$ cat config.mk
export PLATFORM = sky130hd
export DESIGN_NAME = periodic_tick_rate_monitor_top_flat
export DESIGN_NICKNAME = d
export VERILOG_FILES = /design/src/ptrm_pkg.sv /design/src/ptrm_if.sv /design/src/ptrm_ctrl.sv /design/src/ptrm_dp.sv /design/src/periodic_tick_rate_monitor_top.sv /design/src/flat_wrapper.sv
export SDC_FILE = /design/constraint.sdc
export NUM_CORES = 2
export LEC_CHECK = 0
export BUFFER_PORTS_ARGS = -buffer_cell sky130_fd_sc_hd__buf_2
export CELL_PAD_IN_SITES_DETAIL_PLACEMENT = 2
export CELL_PAD_IN_SITES_GLOBAL_PLACEMENT = 2
export CORE_UTILIZATION = 31
export CTS_CLUSTER_SIZE = 12
export DETAILED_ROUTE_END_ITERATION = 12
export PLACE_DENSITY_LB_ADDON = 0.1
export SLEW_MARGIN = 20
export SYNTH_ARGS = -nofsm -noshare
export SYNTH_HDL_FRONTEND = slang
export SYNTH_HIERARCHICAL = 1
export SYNTH_SLANG_ARGS = --single-unit
$ cat constraint.sdc
create_clock -name clk -period 18.59 [get_ports clk]
set_clock_uncertainty 0.15 [all_clocks]
set_input_delay 0.9295 -clock clk [delete_from_list [all_inputs] [get_ports clk]]
set_output_delay 0.9295 -clock clk [all_outputs]
set_load 0.05 [all_outputs]
$ cat src/ptrm_pkg.sv
package ptrm_pkg;

	localparam int MODE_W    = 2;
	localparam int TS_W      = 48;
	localparam int CNT_W     = 32;
	localparam int RATE_W    = 24;
	localparam int WINCFG_W  = 7;
	localparam int CFG_IDX_W = 2;
	localparam int CFG_DAT_W = 32;
	localparam int DIV_CNT_W = 5;

	localparam logic [DIV_CNT_W-1:0] DIV_LAST_STEP = DIV_CNT_W'(RATE_W - 1);

	localparam logic [MODE_W-1:0] MODE_START  = 2'd0;
	localparam logic [MODE_W-1:0] MODE_SAMPLE = 2'd1;
	localparam logic [MODE_W-1:0] MODE_STOP   = 2'd2;

	localparam logic [CFG_IDX_W-1:0] REG_COUNTER_FREQ = 2'd0;
	localparam logic [CFG_IDX_W-1:0] REG_WINDOW_LEN   = 2'd1;
	localparam logic [CFG_IDX_W-1:0] REG_TICK_PERIOD  = 2'd2;

	localparam logic [CNT_W-1:0]    RST_COUNTER_FREQ = 32'd10000000;
	localparam logic [WINCFG_W-1:0] RST_WINDOW_LEN   = 7'd60;
	localparam logic [CNT_W-1:0]    RST_TICK_PERIOD  = 32'd166667;

	localparam logic [CNT_W-1:0]  CNT_MAX  = {CNT_W{1'b1}};
	localparam logic [RATE_W-1:0] RATE_MAX = {RATE_W{1'b1}};

	typedef enum logic [2:0] {
		ST_CLEAR,
		ST_IDLE,
		ST_EVAL,
		ST_UPDATE,
		ST_PREP,
		ST_DIV,
		ST_DONE
	} ctrl_state_t;

	typedef struct packed {
		logic clear_step;
		logic latch;
		logic eval;
		logic update;
		logic prep;
		logic div_step;
		logic load_out;
	} dp_cmd_t;

	typedef struct packed {
		logic clear_last;
		logic is_tick;
		logic div_last;
	} dp_status_t;

endpackage

$ cat src/ptrm_if.sv
interface ptrm_item_if;
	logic                              valid;
	logic                              ready;
	logic [ptrm_pkg::MODE_W-1:0]       mode;
	logic [ptrm_pkg::TS_W-1:0]         timestamp;

	modport source (output valid, output mode, output timestamp, input ready);
	modport sink (input valid, input mode, input timestamp, output ready);
endinterface

interface ptrm_result_if;
	logic                              valid;
	logic                              ready;
	logic [ptrm_pkg::CNT_W-1:0]        elapsed_counts;
	logic [ptrm_pkg::RATE_W-1:0]       rate_q8;
	logic                              rate_saturated;

	modport source (output valid, output elapsed_counts, output rate_q8,
		output rate_saturated, input ready);
	modport sink (input valid, input elapsed_counts, input rate_q8,
		input rate_saturated, output ready);
endinterface

interface ptrm_cfg_if;
	logic                              valid;
	logic                              ready;
	logic [ptrm_pkg::CFG_IDX_W-1:0]    index;
	logic [ptrm_pkg::CFG_DAT_W-1:0]    data;

	modport source (output valid, output index, output data, input ready);
	modport sink (input valid, input index, input data, output ready);
endinterface

$ cat src/ptrm_ctrl.sv
module ptrm_ctrl (
	input  logic                 clk,
	input  logic                 arst_n,
	input  logic                 in_valid,
	output logic                 in_ready,
	output logic                 out_valid,
	input  logic                 out_ready,
	output ptrm_pkg::dp_cmd_t    cmd,
	input  ptrm_pkg::dp_status_t status
);

	ptrm_pkg::ctrl_state_t state_q, state_d;
	logic                  out_valid_q;
	logic                  out_free;

	assign out_free  = !out_valid_q || out_ready;
	assign out_valid = out_valid_q;

	always_ff @(posedge clk or negedge arst_n) begin
		if (!arst_n) begin
			state_q     <= ptrm_pkg::ST_CLEAR;
			out_valid_q <= 1'b0;
		end else begin
			state_q <= state_d;
			if (cmd.load_out) begin
				out_valid_q <= 1'b1;
			end else if (out_ready) begin
				out_valid_q <= 1'b0;
			end
		end
	end

	always_comb begin
		state_d = state_q;
		unique case (state_q)
			ptrm_pkg::ST_CLEAR: begin
				if (status.clear_last) begin
					state_d = ptrm_pkg::ST_IDLE;
				end
			end
			ptrm_pkg::ST_IDLE: begin
				if (in_valid) begin
					state_d = ptrm_pkg::ST_EVAL;
				end
			end
			ptrm_pkg::ST_EVAL: begin
				state_d = status.is_tick ? ptrm_pkg::ST_UPDATE : ptrm_pkg::ST_IDLE;
			end
			ptrm_pkg::ST_UPDATE: state_d = ptrm_pkg::ST_PREP;
			ptrm_pkg::ST_PREP:   state_d = ptrm_pkg::ST_DIV;
			ptrm_pkg::ST_DIV: begin
				if (status.div_last) begin
					state_d = ptrm_pkg::ST_DONE;
				end
			end
			ptrm_pkg::ST_DONE: begin
				if (out_free) begin
					state_d = ptrm_pkg::ST_IDLE;
				end
			end
			default: state_d = ptrm_pkg::ST_IDLE;
		endcase
	end

	always_comb begin
		in_ready       = (state_q == ptrm_pkg::ST_IDLE);
		cmd            = '0;
		cmd.clear_step = (state_q == ptrm_pkg::ST_CLEAR);
		cmd.latch      = (state_q == ptrm_pkg::ST_IDLE) && in_valid;
		cmd.eval       = (state_q == ptrm_pkg::ST_EVAL);
		cmd.update     = (state_q == ptrm_pkg::ST_UPDATE);
		cmd.prep       = (state_q == ptrm_pkg::ST_PREP);
		cmd.div_step   = (state_q == ptrm_pkg::ST_DIV);
		cmd.load_out   = (state_q == ptrm_pkg::ST_DONE) && out_free;
	end

	a_load_when_free: assert property (@(posedge clk) disable iff (!arst_n)
		cmd.load_out |-> (!out_valid_q || out_ready))
		else $error("result loaded over an untaken result");

	a_no_accept_in_clear: assert property (@(posedge clk) disable iff (!arst_n)
		(state_q == ptrm_pkg::ST_CLEAR) |-> !in_ready)
		else $error("item accepted during ring clear");

	a_prep_to_div: assert property (@(posedge clk) disable iff (!arst_n)
		(state_q == ptrm_pkg::ST_UPDATE) |=> (state_q == ptrm_pkg::ST_PREP) ##1
		(state_q == ptrm_pkg::ST_DIV))
		else $error("tick sequence broken");

endmodule

$ cat src/ptrm_dp.sv
module ptrm_dp #(
	parameter int WINDOW = 64
) (
	input  logic                               clk,
	input  logic                               arst_n,
	input  ptrm_pkg::dp_cmd_t                  cmd,
	output ptrm_pkg::dp_status_t               status,
	input  logic [ptrm_pkg::MODE_W-1:0]        in_mode,
	input  logic [ptrm_pkg::TS_W-1:0]          in_timestamp,
	input  logic                               cfg_we,
	input  logic [ptrm_pkg::CFG_IDX_W-1:0]     cfg_index,
	input  logic [ptrm_pkg::CFG_DAT_W-1:0]     cfg_data,
	output logic [ptrm_pkg::CNT_W-1:0]         elapsed_counts,
	output logic [ptrm_pkg::RATE_W-1:0]        rate_q8,
	output logic                               rate_saturated
);

	localparam int IDX_W  = (WINDOW > 1) ? $clog2(WINDOW) : 1;
	localparam int WIN_W  = $clog2(WINDOW + 1);
	localparam int CMP_W  = (WIN_W > ptrm_pkg::WINCFG_W) ? WIN_W : ptrm_pkg::WINCFG_W;
	localparam int SUM_W  = ptrm_pkg::CNT_W + $clog2(WINDOW);
	localparam int PROD_W = ptrm_pkg::CNT_W + WIN_W;
	localparam int NUM_W  = PROD_W + 8;
	localparam int SATC_W = SUM_W + ptrm_pkg::RATE_W;

	logic [ptrm_pkg::CNT_W-1:0]    counter_freq_q;
	logic [ptrm_pkg::WINCFG_W-1:0] window_len_q;
	logic [ptrm_pkg::CNT_W-1:0]    tick_period_q;

	logic [ptrm_pkg::MODE_W-1:0]   mode_q;
	logic [ptrm_pkg::TS_W-1:0]     ts_q;
	logic                          running_q;
	logic [ptrm_pkg::TS_W-1:0]     last_tick_q;
	logic [SUM_W-1:0]              sum_q;
	logic [IDX_W-1:0]              ring_idx_q;
	logic [IDX_W-1:0]              clr_addr_q;
	logic [IDX_W-1:0]              slot_q;
	logic [ptrm_pkg::CNT_W-1:0]    interval_q;
	logic [ptrm_pkg::CNT_W-1:0]    rd_q;
	logic [PROD_W-1:0]             prod_q;
	logic [SUM_W-1:0]              rem_q;
	logic [ptrm_pkg::RATE_W-1:0]   low_q;
	logic [ptrm_pkg::RATE_W-1:0]   quo_q;
	logic [ptrm_pkg::DIV_CNT_W-1:0] div_cnt_q;
	logic                          zero_q;
	logic                          sat_q;

	logic [ptrm_pkg::CNT_W-1:0]    ring_mem [WINDOW];

	logic [ptrm_pkg::TS_W-1:0]     elapsed;
	logic [ptrm_pkg::CNT_W-1:0]    elapsed_sat;
	logic [WIN_W-1:0]              win;
	logic [IDX_W-1:0]              slot;
	logic [WIN_W-1:0]              slot_inc;
	logic [IDX_W-1:0]              idx_next;
	logic [NUM_W-1:0]              num;
	logic [SUM_W:0]                trial;
	logic                          trial_ge;

	always_comb begin
		elapsed     = ts_q - last_tick_q;
		elapsed_sat = (elapsed[ptrm_pkg::TS_W-1:ptrm_pkg::CNT_W] != '0) ?
			ptrm_pkg::CNT_MAX : elapsed[ptrm_pkg::CNT_W-1:0];

		if (window_len_q == '0) begin
			win = WIN_W'(1);
		end else if (CMP_W'(window_len_q) > CMP_W'(WINDOW)) begin
			win = WIN_W'(WINDOW);
		end else begin
			win = WIN_W'(window_len_q);
		end

		slot     = (WIN_W'(ring_idx_q) < win) ? ring_idx_q : '0;
		slot_inc = WIN_W'(slot_q) + WIN_W'(1);
		idx_next = (slot_inc < win) ? slot_inc[IDX_W-1:0] : '0;

		num      = {prod_q, 8'b0};
		trial    = {rem_q, low_q[ptrm_pkg::RATE_W-1]};
		trial_ge = (trial >= {1'b0, sum_q});

		status.is_tick    = running_q && (mode_q == ptrm_pkg::MODE_SAMPLE) &&
			(elapsed >= ptrm_pkg::TS_W'(tick_period_q));
		status.clear_last = (clr_addr_q == IDX_W'(WINDOW - 1));
		status.div_last   = (div_cnt_q == ptrm_pkg::DIV_LAST_STEP);
	end

	always_ff @(posedge clk or negedge arst_n) begin
		if (!arst_n) begin
			counter_freq_q <= ptrm_pkg::RST_COUNTER_FREQ;
			window_len_q   <= ptrm_pkg::RST_WINDOW_LEN;
			tick_period_q  <= ptrm_pkg::RST_TICK_PERIOD;
		end else if (cfg_we) begin
			unique case (cfg_index)
				ptrm_pkg::REG_COUNTER_FREQ: counter_freq_q <= cfg_data;
				ptrm_pkg::REG_WINDOW_LEN:   window_len_q <= cfg_data[ptrm_pkg::WINCFG_W-1:0];
				ptrm_pkg::REG_TICK_PERIOD:  tick_period_q <= cfg_data;
				default: ;
			endcase
		end
	end

	always_ff @(posedge clk or negedge arst_n) begin
		if (!arst_n) begin
			running_q   <= 1'b0;
			last_tick_q <= '0;
			sum_q       <= '0;
			ring_idx_q  <= '0;
			clr_addr_q  <= '0;
			div_cnt_q   <= '0;
		end else begin
			if (cmd.clear_step) begin
				clr_addr_q <= clr_addr_q + IDX_W'(1);
			end
			if (cmd.eval) begin
				if (mode_q == ptrm_pkg::MODE_START) begin
					running_q   <= 1'b1;
					last_tick_q <= ts_q;
				end else if (mode_q == ptrm_pkg::MODE_STOP) begin
					running_q <= 1'b0;
				end else if (status.is_tick) begin
					last_tick_q <= ts_q;
				end
			end
			if (cmd.update) begin
				sum_q      <= sum_q - SUM_W'(rd_q) + SUM_W'(interval_q);
				ring_idx_q <= idx_next;
			end
			if (cmd.prep) begin
				div_cnt_q <= '0;
			end else if (cmd.div_step) begin
				div_cnt_q <= div_cnt_q + ptrm_pkg::DIV_CNT_W'(1);
			end
		end
	end

	always_ff @(posedge clk) begin
		if (cmd.clear_step) begin
			ring_mem[clr_addr_q] <= '0;
		end else if (cmd.update) begin
			ring_mem[slot_q] <= interval_q;
		end
		if (cmd.eval) begin
			rd_q <= ring_mem[slot];
		end
	end

	always_ff @(posedge clk) begin
		if (cmd.latch) begin
			mode_q <= in_mode;
			ts_q   <= in_timestamp;
		end
		if (cmd.eval) begin
			interval_q <= elapsed_sat;
			slot_q     <= slot;
		end
		if (cmd.update) begin
			prod_q <= PROD_W'(win) * PROD_W'(counter_freq_q);
		end
		if (cmd.prep) begin
			zero_q <= (sum_q == '0);
			sat_q  <= (sum_q == '0) || (SATC_W'(num) >= {sum_q, {ptrm_pkg::RATE_W{1'b0}}});
			rem_q  <= SUM_W'(num[NUM_W-1:ptrm_pkg::RATE_W]);
			low_q  <= num[ptrm_pkg::RATE_W-1:0];
			quo_q  <= '0;
		end else if (cmd.div_step) begin
			rem_q <= trial_ge ? SUM_W'(trial - {1'b0, sum_q}) : trial[SUM_W-1:0];
			low_q <= {low_q[ptrm_pkg::RATE_W-2:0], 1'b0};
			quo_q <= {quo_q[ptrm_pkg::RATE_W-2:0], trial_ge};
		end
		if (cmd.load_out) begin
			elapsed_counts <= interval_q;
			rate_q8        <= sat_q ? ptrm_pkg::RATE_MAX : quo_q;
			rate_saturated <= sat_q;
		end
	end

	a_zero_sum_saturates: assert property (@(posedge clk) disable iff (!arst_n)
		cmd.load_out && zero_q |-> sat_q)
		else $error("zero interval sum without saturation");

endmodule

$ cat src/periodic_tick_rate_monitor_top.sv
// Tick rate monitor: items on the item channel are start, sample or stop
// commands carrying a 48-bit counter timestamp. A sample taken while running
// that is at least tick_period counts past the last tick yields one result
// with the interval (saturated to 32 bits) and the average rate
// window*counter_freq/sum of the last window intervals in Q16.8, clipped to
// 24 bits. Commands and non-tick samples pass through the evaluate state
// back to idle; a tick goes on through update, prep and the one-bit-per-cycle
// restoring divider before its result is loaded. A finished result waits in
// the output register while the next item is taken. After reset the interval
// ring is cleared one slot per cycle, and no item is taken until it is clear.
// Configuration writes are always taken and can act on an item in progress.
module periodic_tick_rate_monitor_top #(
	parameter int WINDOW = 64
) (
	input  logic                 clk,
	input  logic                 arst_n,
	ptrm_item_if.sink            item,
	ptrm_result_if.source        result,
	ptrm_cfg_if.sink             cfg
);

	ptrm_pkg::dp_cmd_t    cmd;
	ptrm_pkg::dp_status_t status;

	assign cfg.ready = 1'b1;

	ptrm_ctrl u_ctrl (
		.clk       (clk),
		.arst_n    (arst_n),
		.in_valid  (item.valid),
		.in_ready  (item.ready),
		.out_valid (result.valid),
		.out_ready (result.ready),
		.cmd       (cmd),
		.status    (status)
	);

	ptrm_dp #(
		.WINDOW (WINDOW)
	) u_dp (
		.clk            (clk),
		.arst_n         (arst_n),
		.cmd            (cmd),
		.status         (status),
		.in_mode        (item.mode),
		.in_timestamp   (item.timestamp),
		.cfg_we         (cfg.valid && cfg.ready),
		.cfg_index      (cfg.index),
		.cfg_data       (cfg.data),
		.elapsed_counts (result.elapsed_counts),
		.rate_q8        (result.rate_q8),
		.rate_saturated (result.rate_saturated)
	);

endmodule

$ cat src/flat_wrapper.sv
// flat-port wrapper written by rule: the top's interface ports become plain ports
module periodic_tick_rate_monitor_top_flat 
#(
	parameter int WINDOW = 64
)
  (clk, arst_n, item_valid, item_mode, item_timestamp, item_ready, result_valid, result_elapsed_counts, result_rate_q8, result_rate_saturated, result_ready, cfg_valid, cfg_index, cfg_data, cfg_ready);
  ptrm_item_if item_i ();
  ptrm_result_if result_i ();
  ptrm_cfg_if cfg_i ();
  input  logic clk;
  input  logic arst_n;
  input wire logic [$bits(item_i.valid)-1:0] item_valid;
  input wire logic [$bits(item_i.mode)-1:0] item_mode;
  input wire logic [$bits(item_i.timestamp)-1:0] item_timestamp;
  output wire logic [$bits(item_i.ready)-1:0] item_ready;
  output wire logic [$bits(result_i.valid)-1:0] result_valid;
  output wire logic [$bits(result_i.elapsed_counts)-1:0] result_elapsed_counts;
  output wire logic [$bits(result_i.rate_q8)-1:0] result_rate_q8;
  output wire logic [$bits(result_i.rate_saturated)-1:0] result_rate_saturated;
  input wire logic [$bits(result_i.ready)-1:0] result_ready;
  input wire logic [$bits(cfg_i.valid)-1:0] cfg_valid;
  input wire logic [$bits(cfg_i.index)-1:0] cfg_index;
  input wire logic [$bits(cfg_i.data)-1:0] cfg_data;
  output wire logic [$bits(cfg_i.ready)-1:0] cfg_ready;
  assign item_i.valid = item_valid;
  assign item_i.mode = item_mode;
  assign item_i.timestamp = item_timestamp;
  assign item_ready = item_i.ready;
  assign result_valid = result_i.valid;
  assign result_elapsed_counts = result_i.elapsed_counts;
  assign result_rate_q8 = result_i.rate_q8;
  assign result_rate_saturated = result_i.rate_saturated;
  assign result_i.ready = result_ready;
  assign cfg_i.valid = cfg_valid;
  assign cfg_i.index = cfg_index;
  assign cfg_i.data = cfg_data;
  assign cfg_ready = cfg_i.ready;
  periodic_tick_rate_monitor_top #(.WINDOW(WINDOW)) u_core (.clk(clk), .arst_n(arst_n), .item(item_i), .result(result_i), .cfg(cfg_i));
endmodule
==> results by group <==
Run status
  – Run status: completed

Global routing
  – First-pass GRT wire length: 637 mm
  – Met1 Resource Use GR: 33.1%
  – Overall global routing resource usage: 23.7%
  – Initial antenna violation count: 40
  – Highest-utilization routing layer at the global route stage: met2
  – Global routing usage on met3: 2.50%
  – Met2 usage: 38.6%
  – Maximum number of pins on one net before global-route repair: 115
  – Number of global-route vias before repair: 82,138
  – Global route total overflow: 0

Placed design
  – Cell Count Post-Placement: 13,255
  – Port buffer count: 147
  – Final GP Congestion: 0.805
  – DPL Wire Length: 277 mm

STA
  – Highest attainable clock frequency: 0.126 GHz
  – Hold violation total from the final report: 0
  – Setup repair after global routing missed its margin: false
  – Final hold slack: 82.4 ps
  – Final Cycle Share: 42.6%
  – Setup-violating endpoint count in the final report: 0
  – Max-slew violation total from the final report: 0
  – Slew of the pin with the lowest slew margin: 1290 ps
  – Final worst path period need: 7920 ps
  – Summed negative setup slack over all endpoints: 0 ps
  – Worst relative slew slack: 14.0%

Clock tree
  – Clock slew at the register clock pins of the worst setup and hold paths: 50 ps
  – Clk sink count: 2,522
  – Clock insertion delay at the later pin of the skew report: 950 ps
  – Hold buffer count at CTS: 36
  – Max clock buf depth: 4
  – Clock root buffer: sky130_fd_sc_hd__clkbuf_16
  – CTS HTree Levels: 5
  – TritonCTS clock tree: done
  – Total CTS buffers: 304
  – Setup Buffers After CTS: 0
  – Count of instances resized after the clock tree is built: 0

Power and ir drop
  – Leakage component of the power: 0.0463 µW
  – Cell area power density: 184 mW/mm²
  – Max VDD drop: 0.000175 V

Floorplan
  – Number of rows created at floorplan: 224
  – Effective utilization at floorplan: 31.1%
  – Floorplan die area: 0.376 mm²
  – Die Y-Extent: 613 µm
  – Chip width: 613 µm
  – Placeable core region: 0.372 mm²
  – Top-level I/O count: 149

Logic synthesis
  – Library cell with the highest instance count after synthesis: sky130_fd_sc_hd__edfxtp_1
  – Library cells used by synthesis: 96
  – Cells taking the most area after synthesis: sky130_fd_sc_hd__edfxtp_1, sky130_fd_sc_hd__dfrtp_1, sky130_fd_sc_hd__fa_1
  – Gate count of the mapped netlist: 8,405
  – EDFF count, synth: 2,304
  – Post-synth top area share: 59.8%
  – Cell taking the most area after synthesis: sky130_fd_sc_hd__edfxtp_1
  – Syn_area_per_cell: 13.8 µm²
  – YS warnings: 6
  – Top post-synthesis cells by count: sky130_fd_sc_hd__edfxtp_1, sky130_fd_sc_hd__nand2_1, sky130_fd_sc_hd__nor2_1
  – Most frequently used flop master after synthesis: sky130_fd_sc_hd__edfxtp_1
  – Mapped Area: 0.116 mm²
  – Number of nets in the synthesized netlist: 8,929
  – Async SR Flop Fraction: 7.10%
  – Post-synthesis register bit count: 2,522
  – Post-synthesis sequential area ratio: 64.3%

Drt
  – Routed via count divided by cell count: 5.54
  – Violation count after the first detailed-route iteration: 6,490
  – Sum of routed wire length over all layers: 453 mm
  – Remaining antenna violation count: 0
  – DRC violations left: 0
  – Number of iterations in the first detailed-routing pass: 5
  – Per-cell routed wire length: 32.7 µm
  – Routed via count: 76,673

Worst hold path
  – Worst hold path class: in -> reg

Worst setup path
  – Startpoint-to-endpoint class of the critical path: reg -> reg
  – Crit end category: register
  – Top fanout value on the critical path: 61
  – Flop2flop setup slack: 10,670 ps
  – Crit path DAT: 8390 ps
  – Startpoint kind of the worst setup timing path: register
  – Required @ worst endpoint: 19,060 ps

Layout
  – Count of non-filler cells in the finished layout: 13,848
  – Fraction of layout instances using a drive strength above 1: 16.5%
  – Synthesis-to-layout area growth: 15.6%
  – Number of nets in the finished design: 9,149

Run
  – Max cap viols: 0
## layout make-up
| type | instances | area (µm²) |
|---|---|---|
| fillers | 37458 | 238000 |
| flip-flops and latches | 2522 | 74500 |
| multi-input cells | 4941 | 38800 |
| clock buffers | 393 | 8170 |
| well taps | 4972 | 6220 |
| repair buffers | 425 | 3030 |
| inverters | 431 | 1650 |
| clock inverters | 158 | 1580 |
| diodes | 6 | 15.0 |
## kinds of logic (layout without fill, tap and decap cells)
family | after synthesis | in the layout | share of synthesized area (%)
flops | 2522 | 2522 | 64.3
simple gates | 2037 | 2037 | 8.42
compound gates | 1795 | 1795 | 10.6
buf+inv | 942 | 1407 | 3.17
mux | 532 | 532 | 6.54
fa+ha+maj | 435 | 435 | 5.89
xor+xnor | 141 | 141 | 1.07
other cells | 1 | 7 | 0.00324
## worst max-delay path, stage by stage, from the launching register on
cell	delay, ps
sky130_fd_sc_hd__dfrtp_1	350
sky130_fd_sc_hd__buf_4	200
sky130_fd_sc_hd__nor2b_2	110
sky130_fd_sc_hd__buf_4	360
sky130_fd_sc_hd__inv_1	140
sky130_fd_sc_hd__ha_1	310
sky130_fd_sc_hd__a21o_1	180
sky130_fd_sc_hd__a211oi_1	580
sky130_fd_sc_hd__a211o_1	350
sky130_fd_sc_hd__and2_4	550
sky130_fd_sc_hd__nand2_4	470
sky130_fd_sc_hd__inv_6	660
sky130_fd_sc_hd__buf_4	650
sky130_fd_sc_hd__buf_4	600
sky130_fd_sc_hd__mux4_2	390
sky130_fd_sc_hd__o21ai_0	150
sky130_fd_sc_hd__a221oi_1	110
sky130_fd_sc_hd__nor3_1	890
sky130_fd_sc_hd__nor3_1	130
## metal layers
metal	wire [µm]	share of wire, %
met1	204000	45
met2	212000	47
met3	20900	4.6
met4	16200	3.6
met5	41	0.0090
## registers in the layout, indices dropped and copies added (netlist names), 38 cells and up
name	count
u_core/u_dp/last_tick_q	48
u_core/u_dp/prod_q	39
u_core/u_dp/ring_mem	2048
u_core/u_dp/rem_q	38
u_core/u_dp/sum_q	38
u_core/u_dp/ts_q	48
## through the flow
stage	utilization, %	power, µW	area, µm²	setup WS, ps
6_report	36.0	24700	134000	10670
5_1_grt	36.0	25900	134000	10300
4_1_cts	36.0	24900	134000	10630
3_5_place_dp	33.3	18900	124000	10590
3_3_place_gp	33.2	18600	124000	9970
2_1_floorplan	-	14100	116000	12730
## layout by cell type, fill, tap and decap left out, types with 55 or more instances in the layout
master                      synthesis  layout
sky130_fd_sc_hd__nand2_1          543     530
sky130_fd_sc_hd__clkinv_2           0      55
sky130_fd_sc_hd__xnor2_1           83      83
sky130_fd_sc_hd__and2_1           243     240
sky130_fd_sc_hd__inv_1            427     424
sky130_fd_sc_hd__a31oi_1           63      63
sky130_fd_sc_hd__nand2b_1          61      61
sky130_fd_sc_hd__a21o_1            93      92
sky130_fd_sc_hd__buf_2             52     152
sky130_fd_sc_hd__clkbuf_1         370      73
sky130_fd_sc_hd__o22ai_1          266     266
sky130_fd_sc_hd__nor2_1           486     383
sky130_fd_sc_hd__a21oi_1          326     323
sky130_fd_sc_hd__mux2_2           211     211
sky130_fd_sc_hd__o221ai_1         182     182
sky130_fd_sc_hd__buf_4              3     225
sky130_fd_sc_hd__nor2_4             0      98
sky130_fd_sc_hd__ha_1             252     252
sky130_fd_sc_hd__nor3_1           186     182
sky130_fd_sc_hd__o21ai_0          323     319
sky130_fd_sc_hd__edfxtp_1        2304    2304
sky130_fd_sc_hd__or3_1             80      80
sky130_fd_sc_hd__nand3_1          238     237
sky130_fd_sc_hd__a2111oi_0        103      85
sky130_fd_sc_hd__o311ai_0          68      64
sky130_fd_sc_hd__mux4_2           150     150
sky130_fd_sc_hd__dfrtp_1          159     157
sky130_fd_sc_hd__mux2i_1          150     150
sky130_fd_sc_hd__fa_1             183     183
sky130_fd_sc_hd__xor2_1            58      58
sky130_fd_sc_hd__clkbuf_16          0     310
## power breakdown
part | total [µW] | leakage (µW) | switching [µW] | internal [µW]
combinational | 11200 | 0.0179 | 7630 | 3580
clock | 5940 | 0.00477 | 2490 | 3450
sequential | 7510 | 0.0236 | 395 | 7110
## worst paths after layout
check	startpoint	cells after the start	end
min in group asynchronous	arst_n	2	u_core/u_dp/counter_freq_q[3]$_DFFE_PN0P_
max in group asynchronous	arst_n	4	u_core/u_dp/last_tick_q[37]$_DFFE_PN0P_
hold / removal	item_timestamp[21]	1	u_core/u_dp/ts_q[21]$_DFFE_PP_
hold reg to reg	u_core/u_dp/interval_q[27]$_SDFFCE_PN1P_	0	u_core/u_dp/elapsed_counts[27]$_DFFE_PP_
setup / recovery	u_core/u_dp/window_len_q[6]$_DFFE_PN0P_	18	u_core/u_dp/rd_q[22]$_DFFE_PP_
setup reg to reg	u_core/u_dp/window_len_q[6]$_DFFE_PN0P_	18	u_core/u_dp/rd_q[22]$_DFFE_PP_
Power figures use the tool's default switching activity.
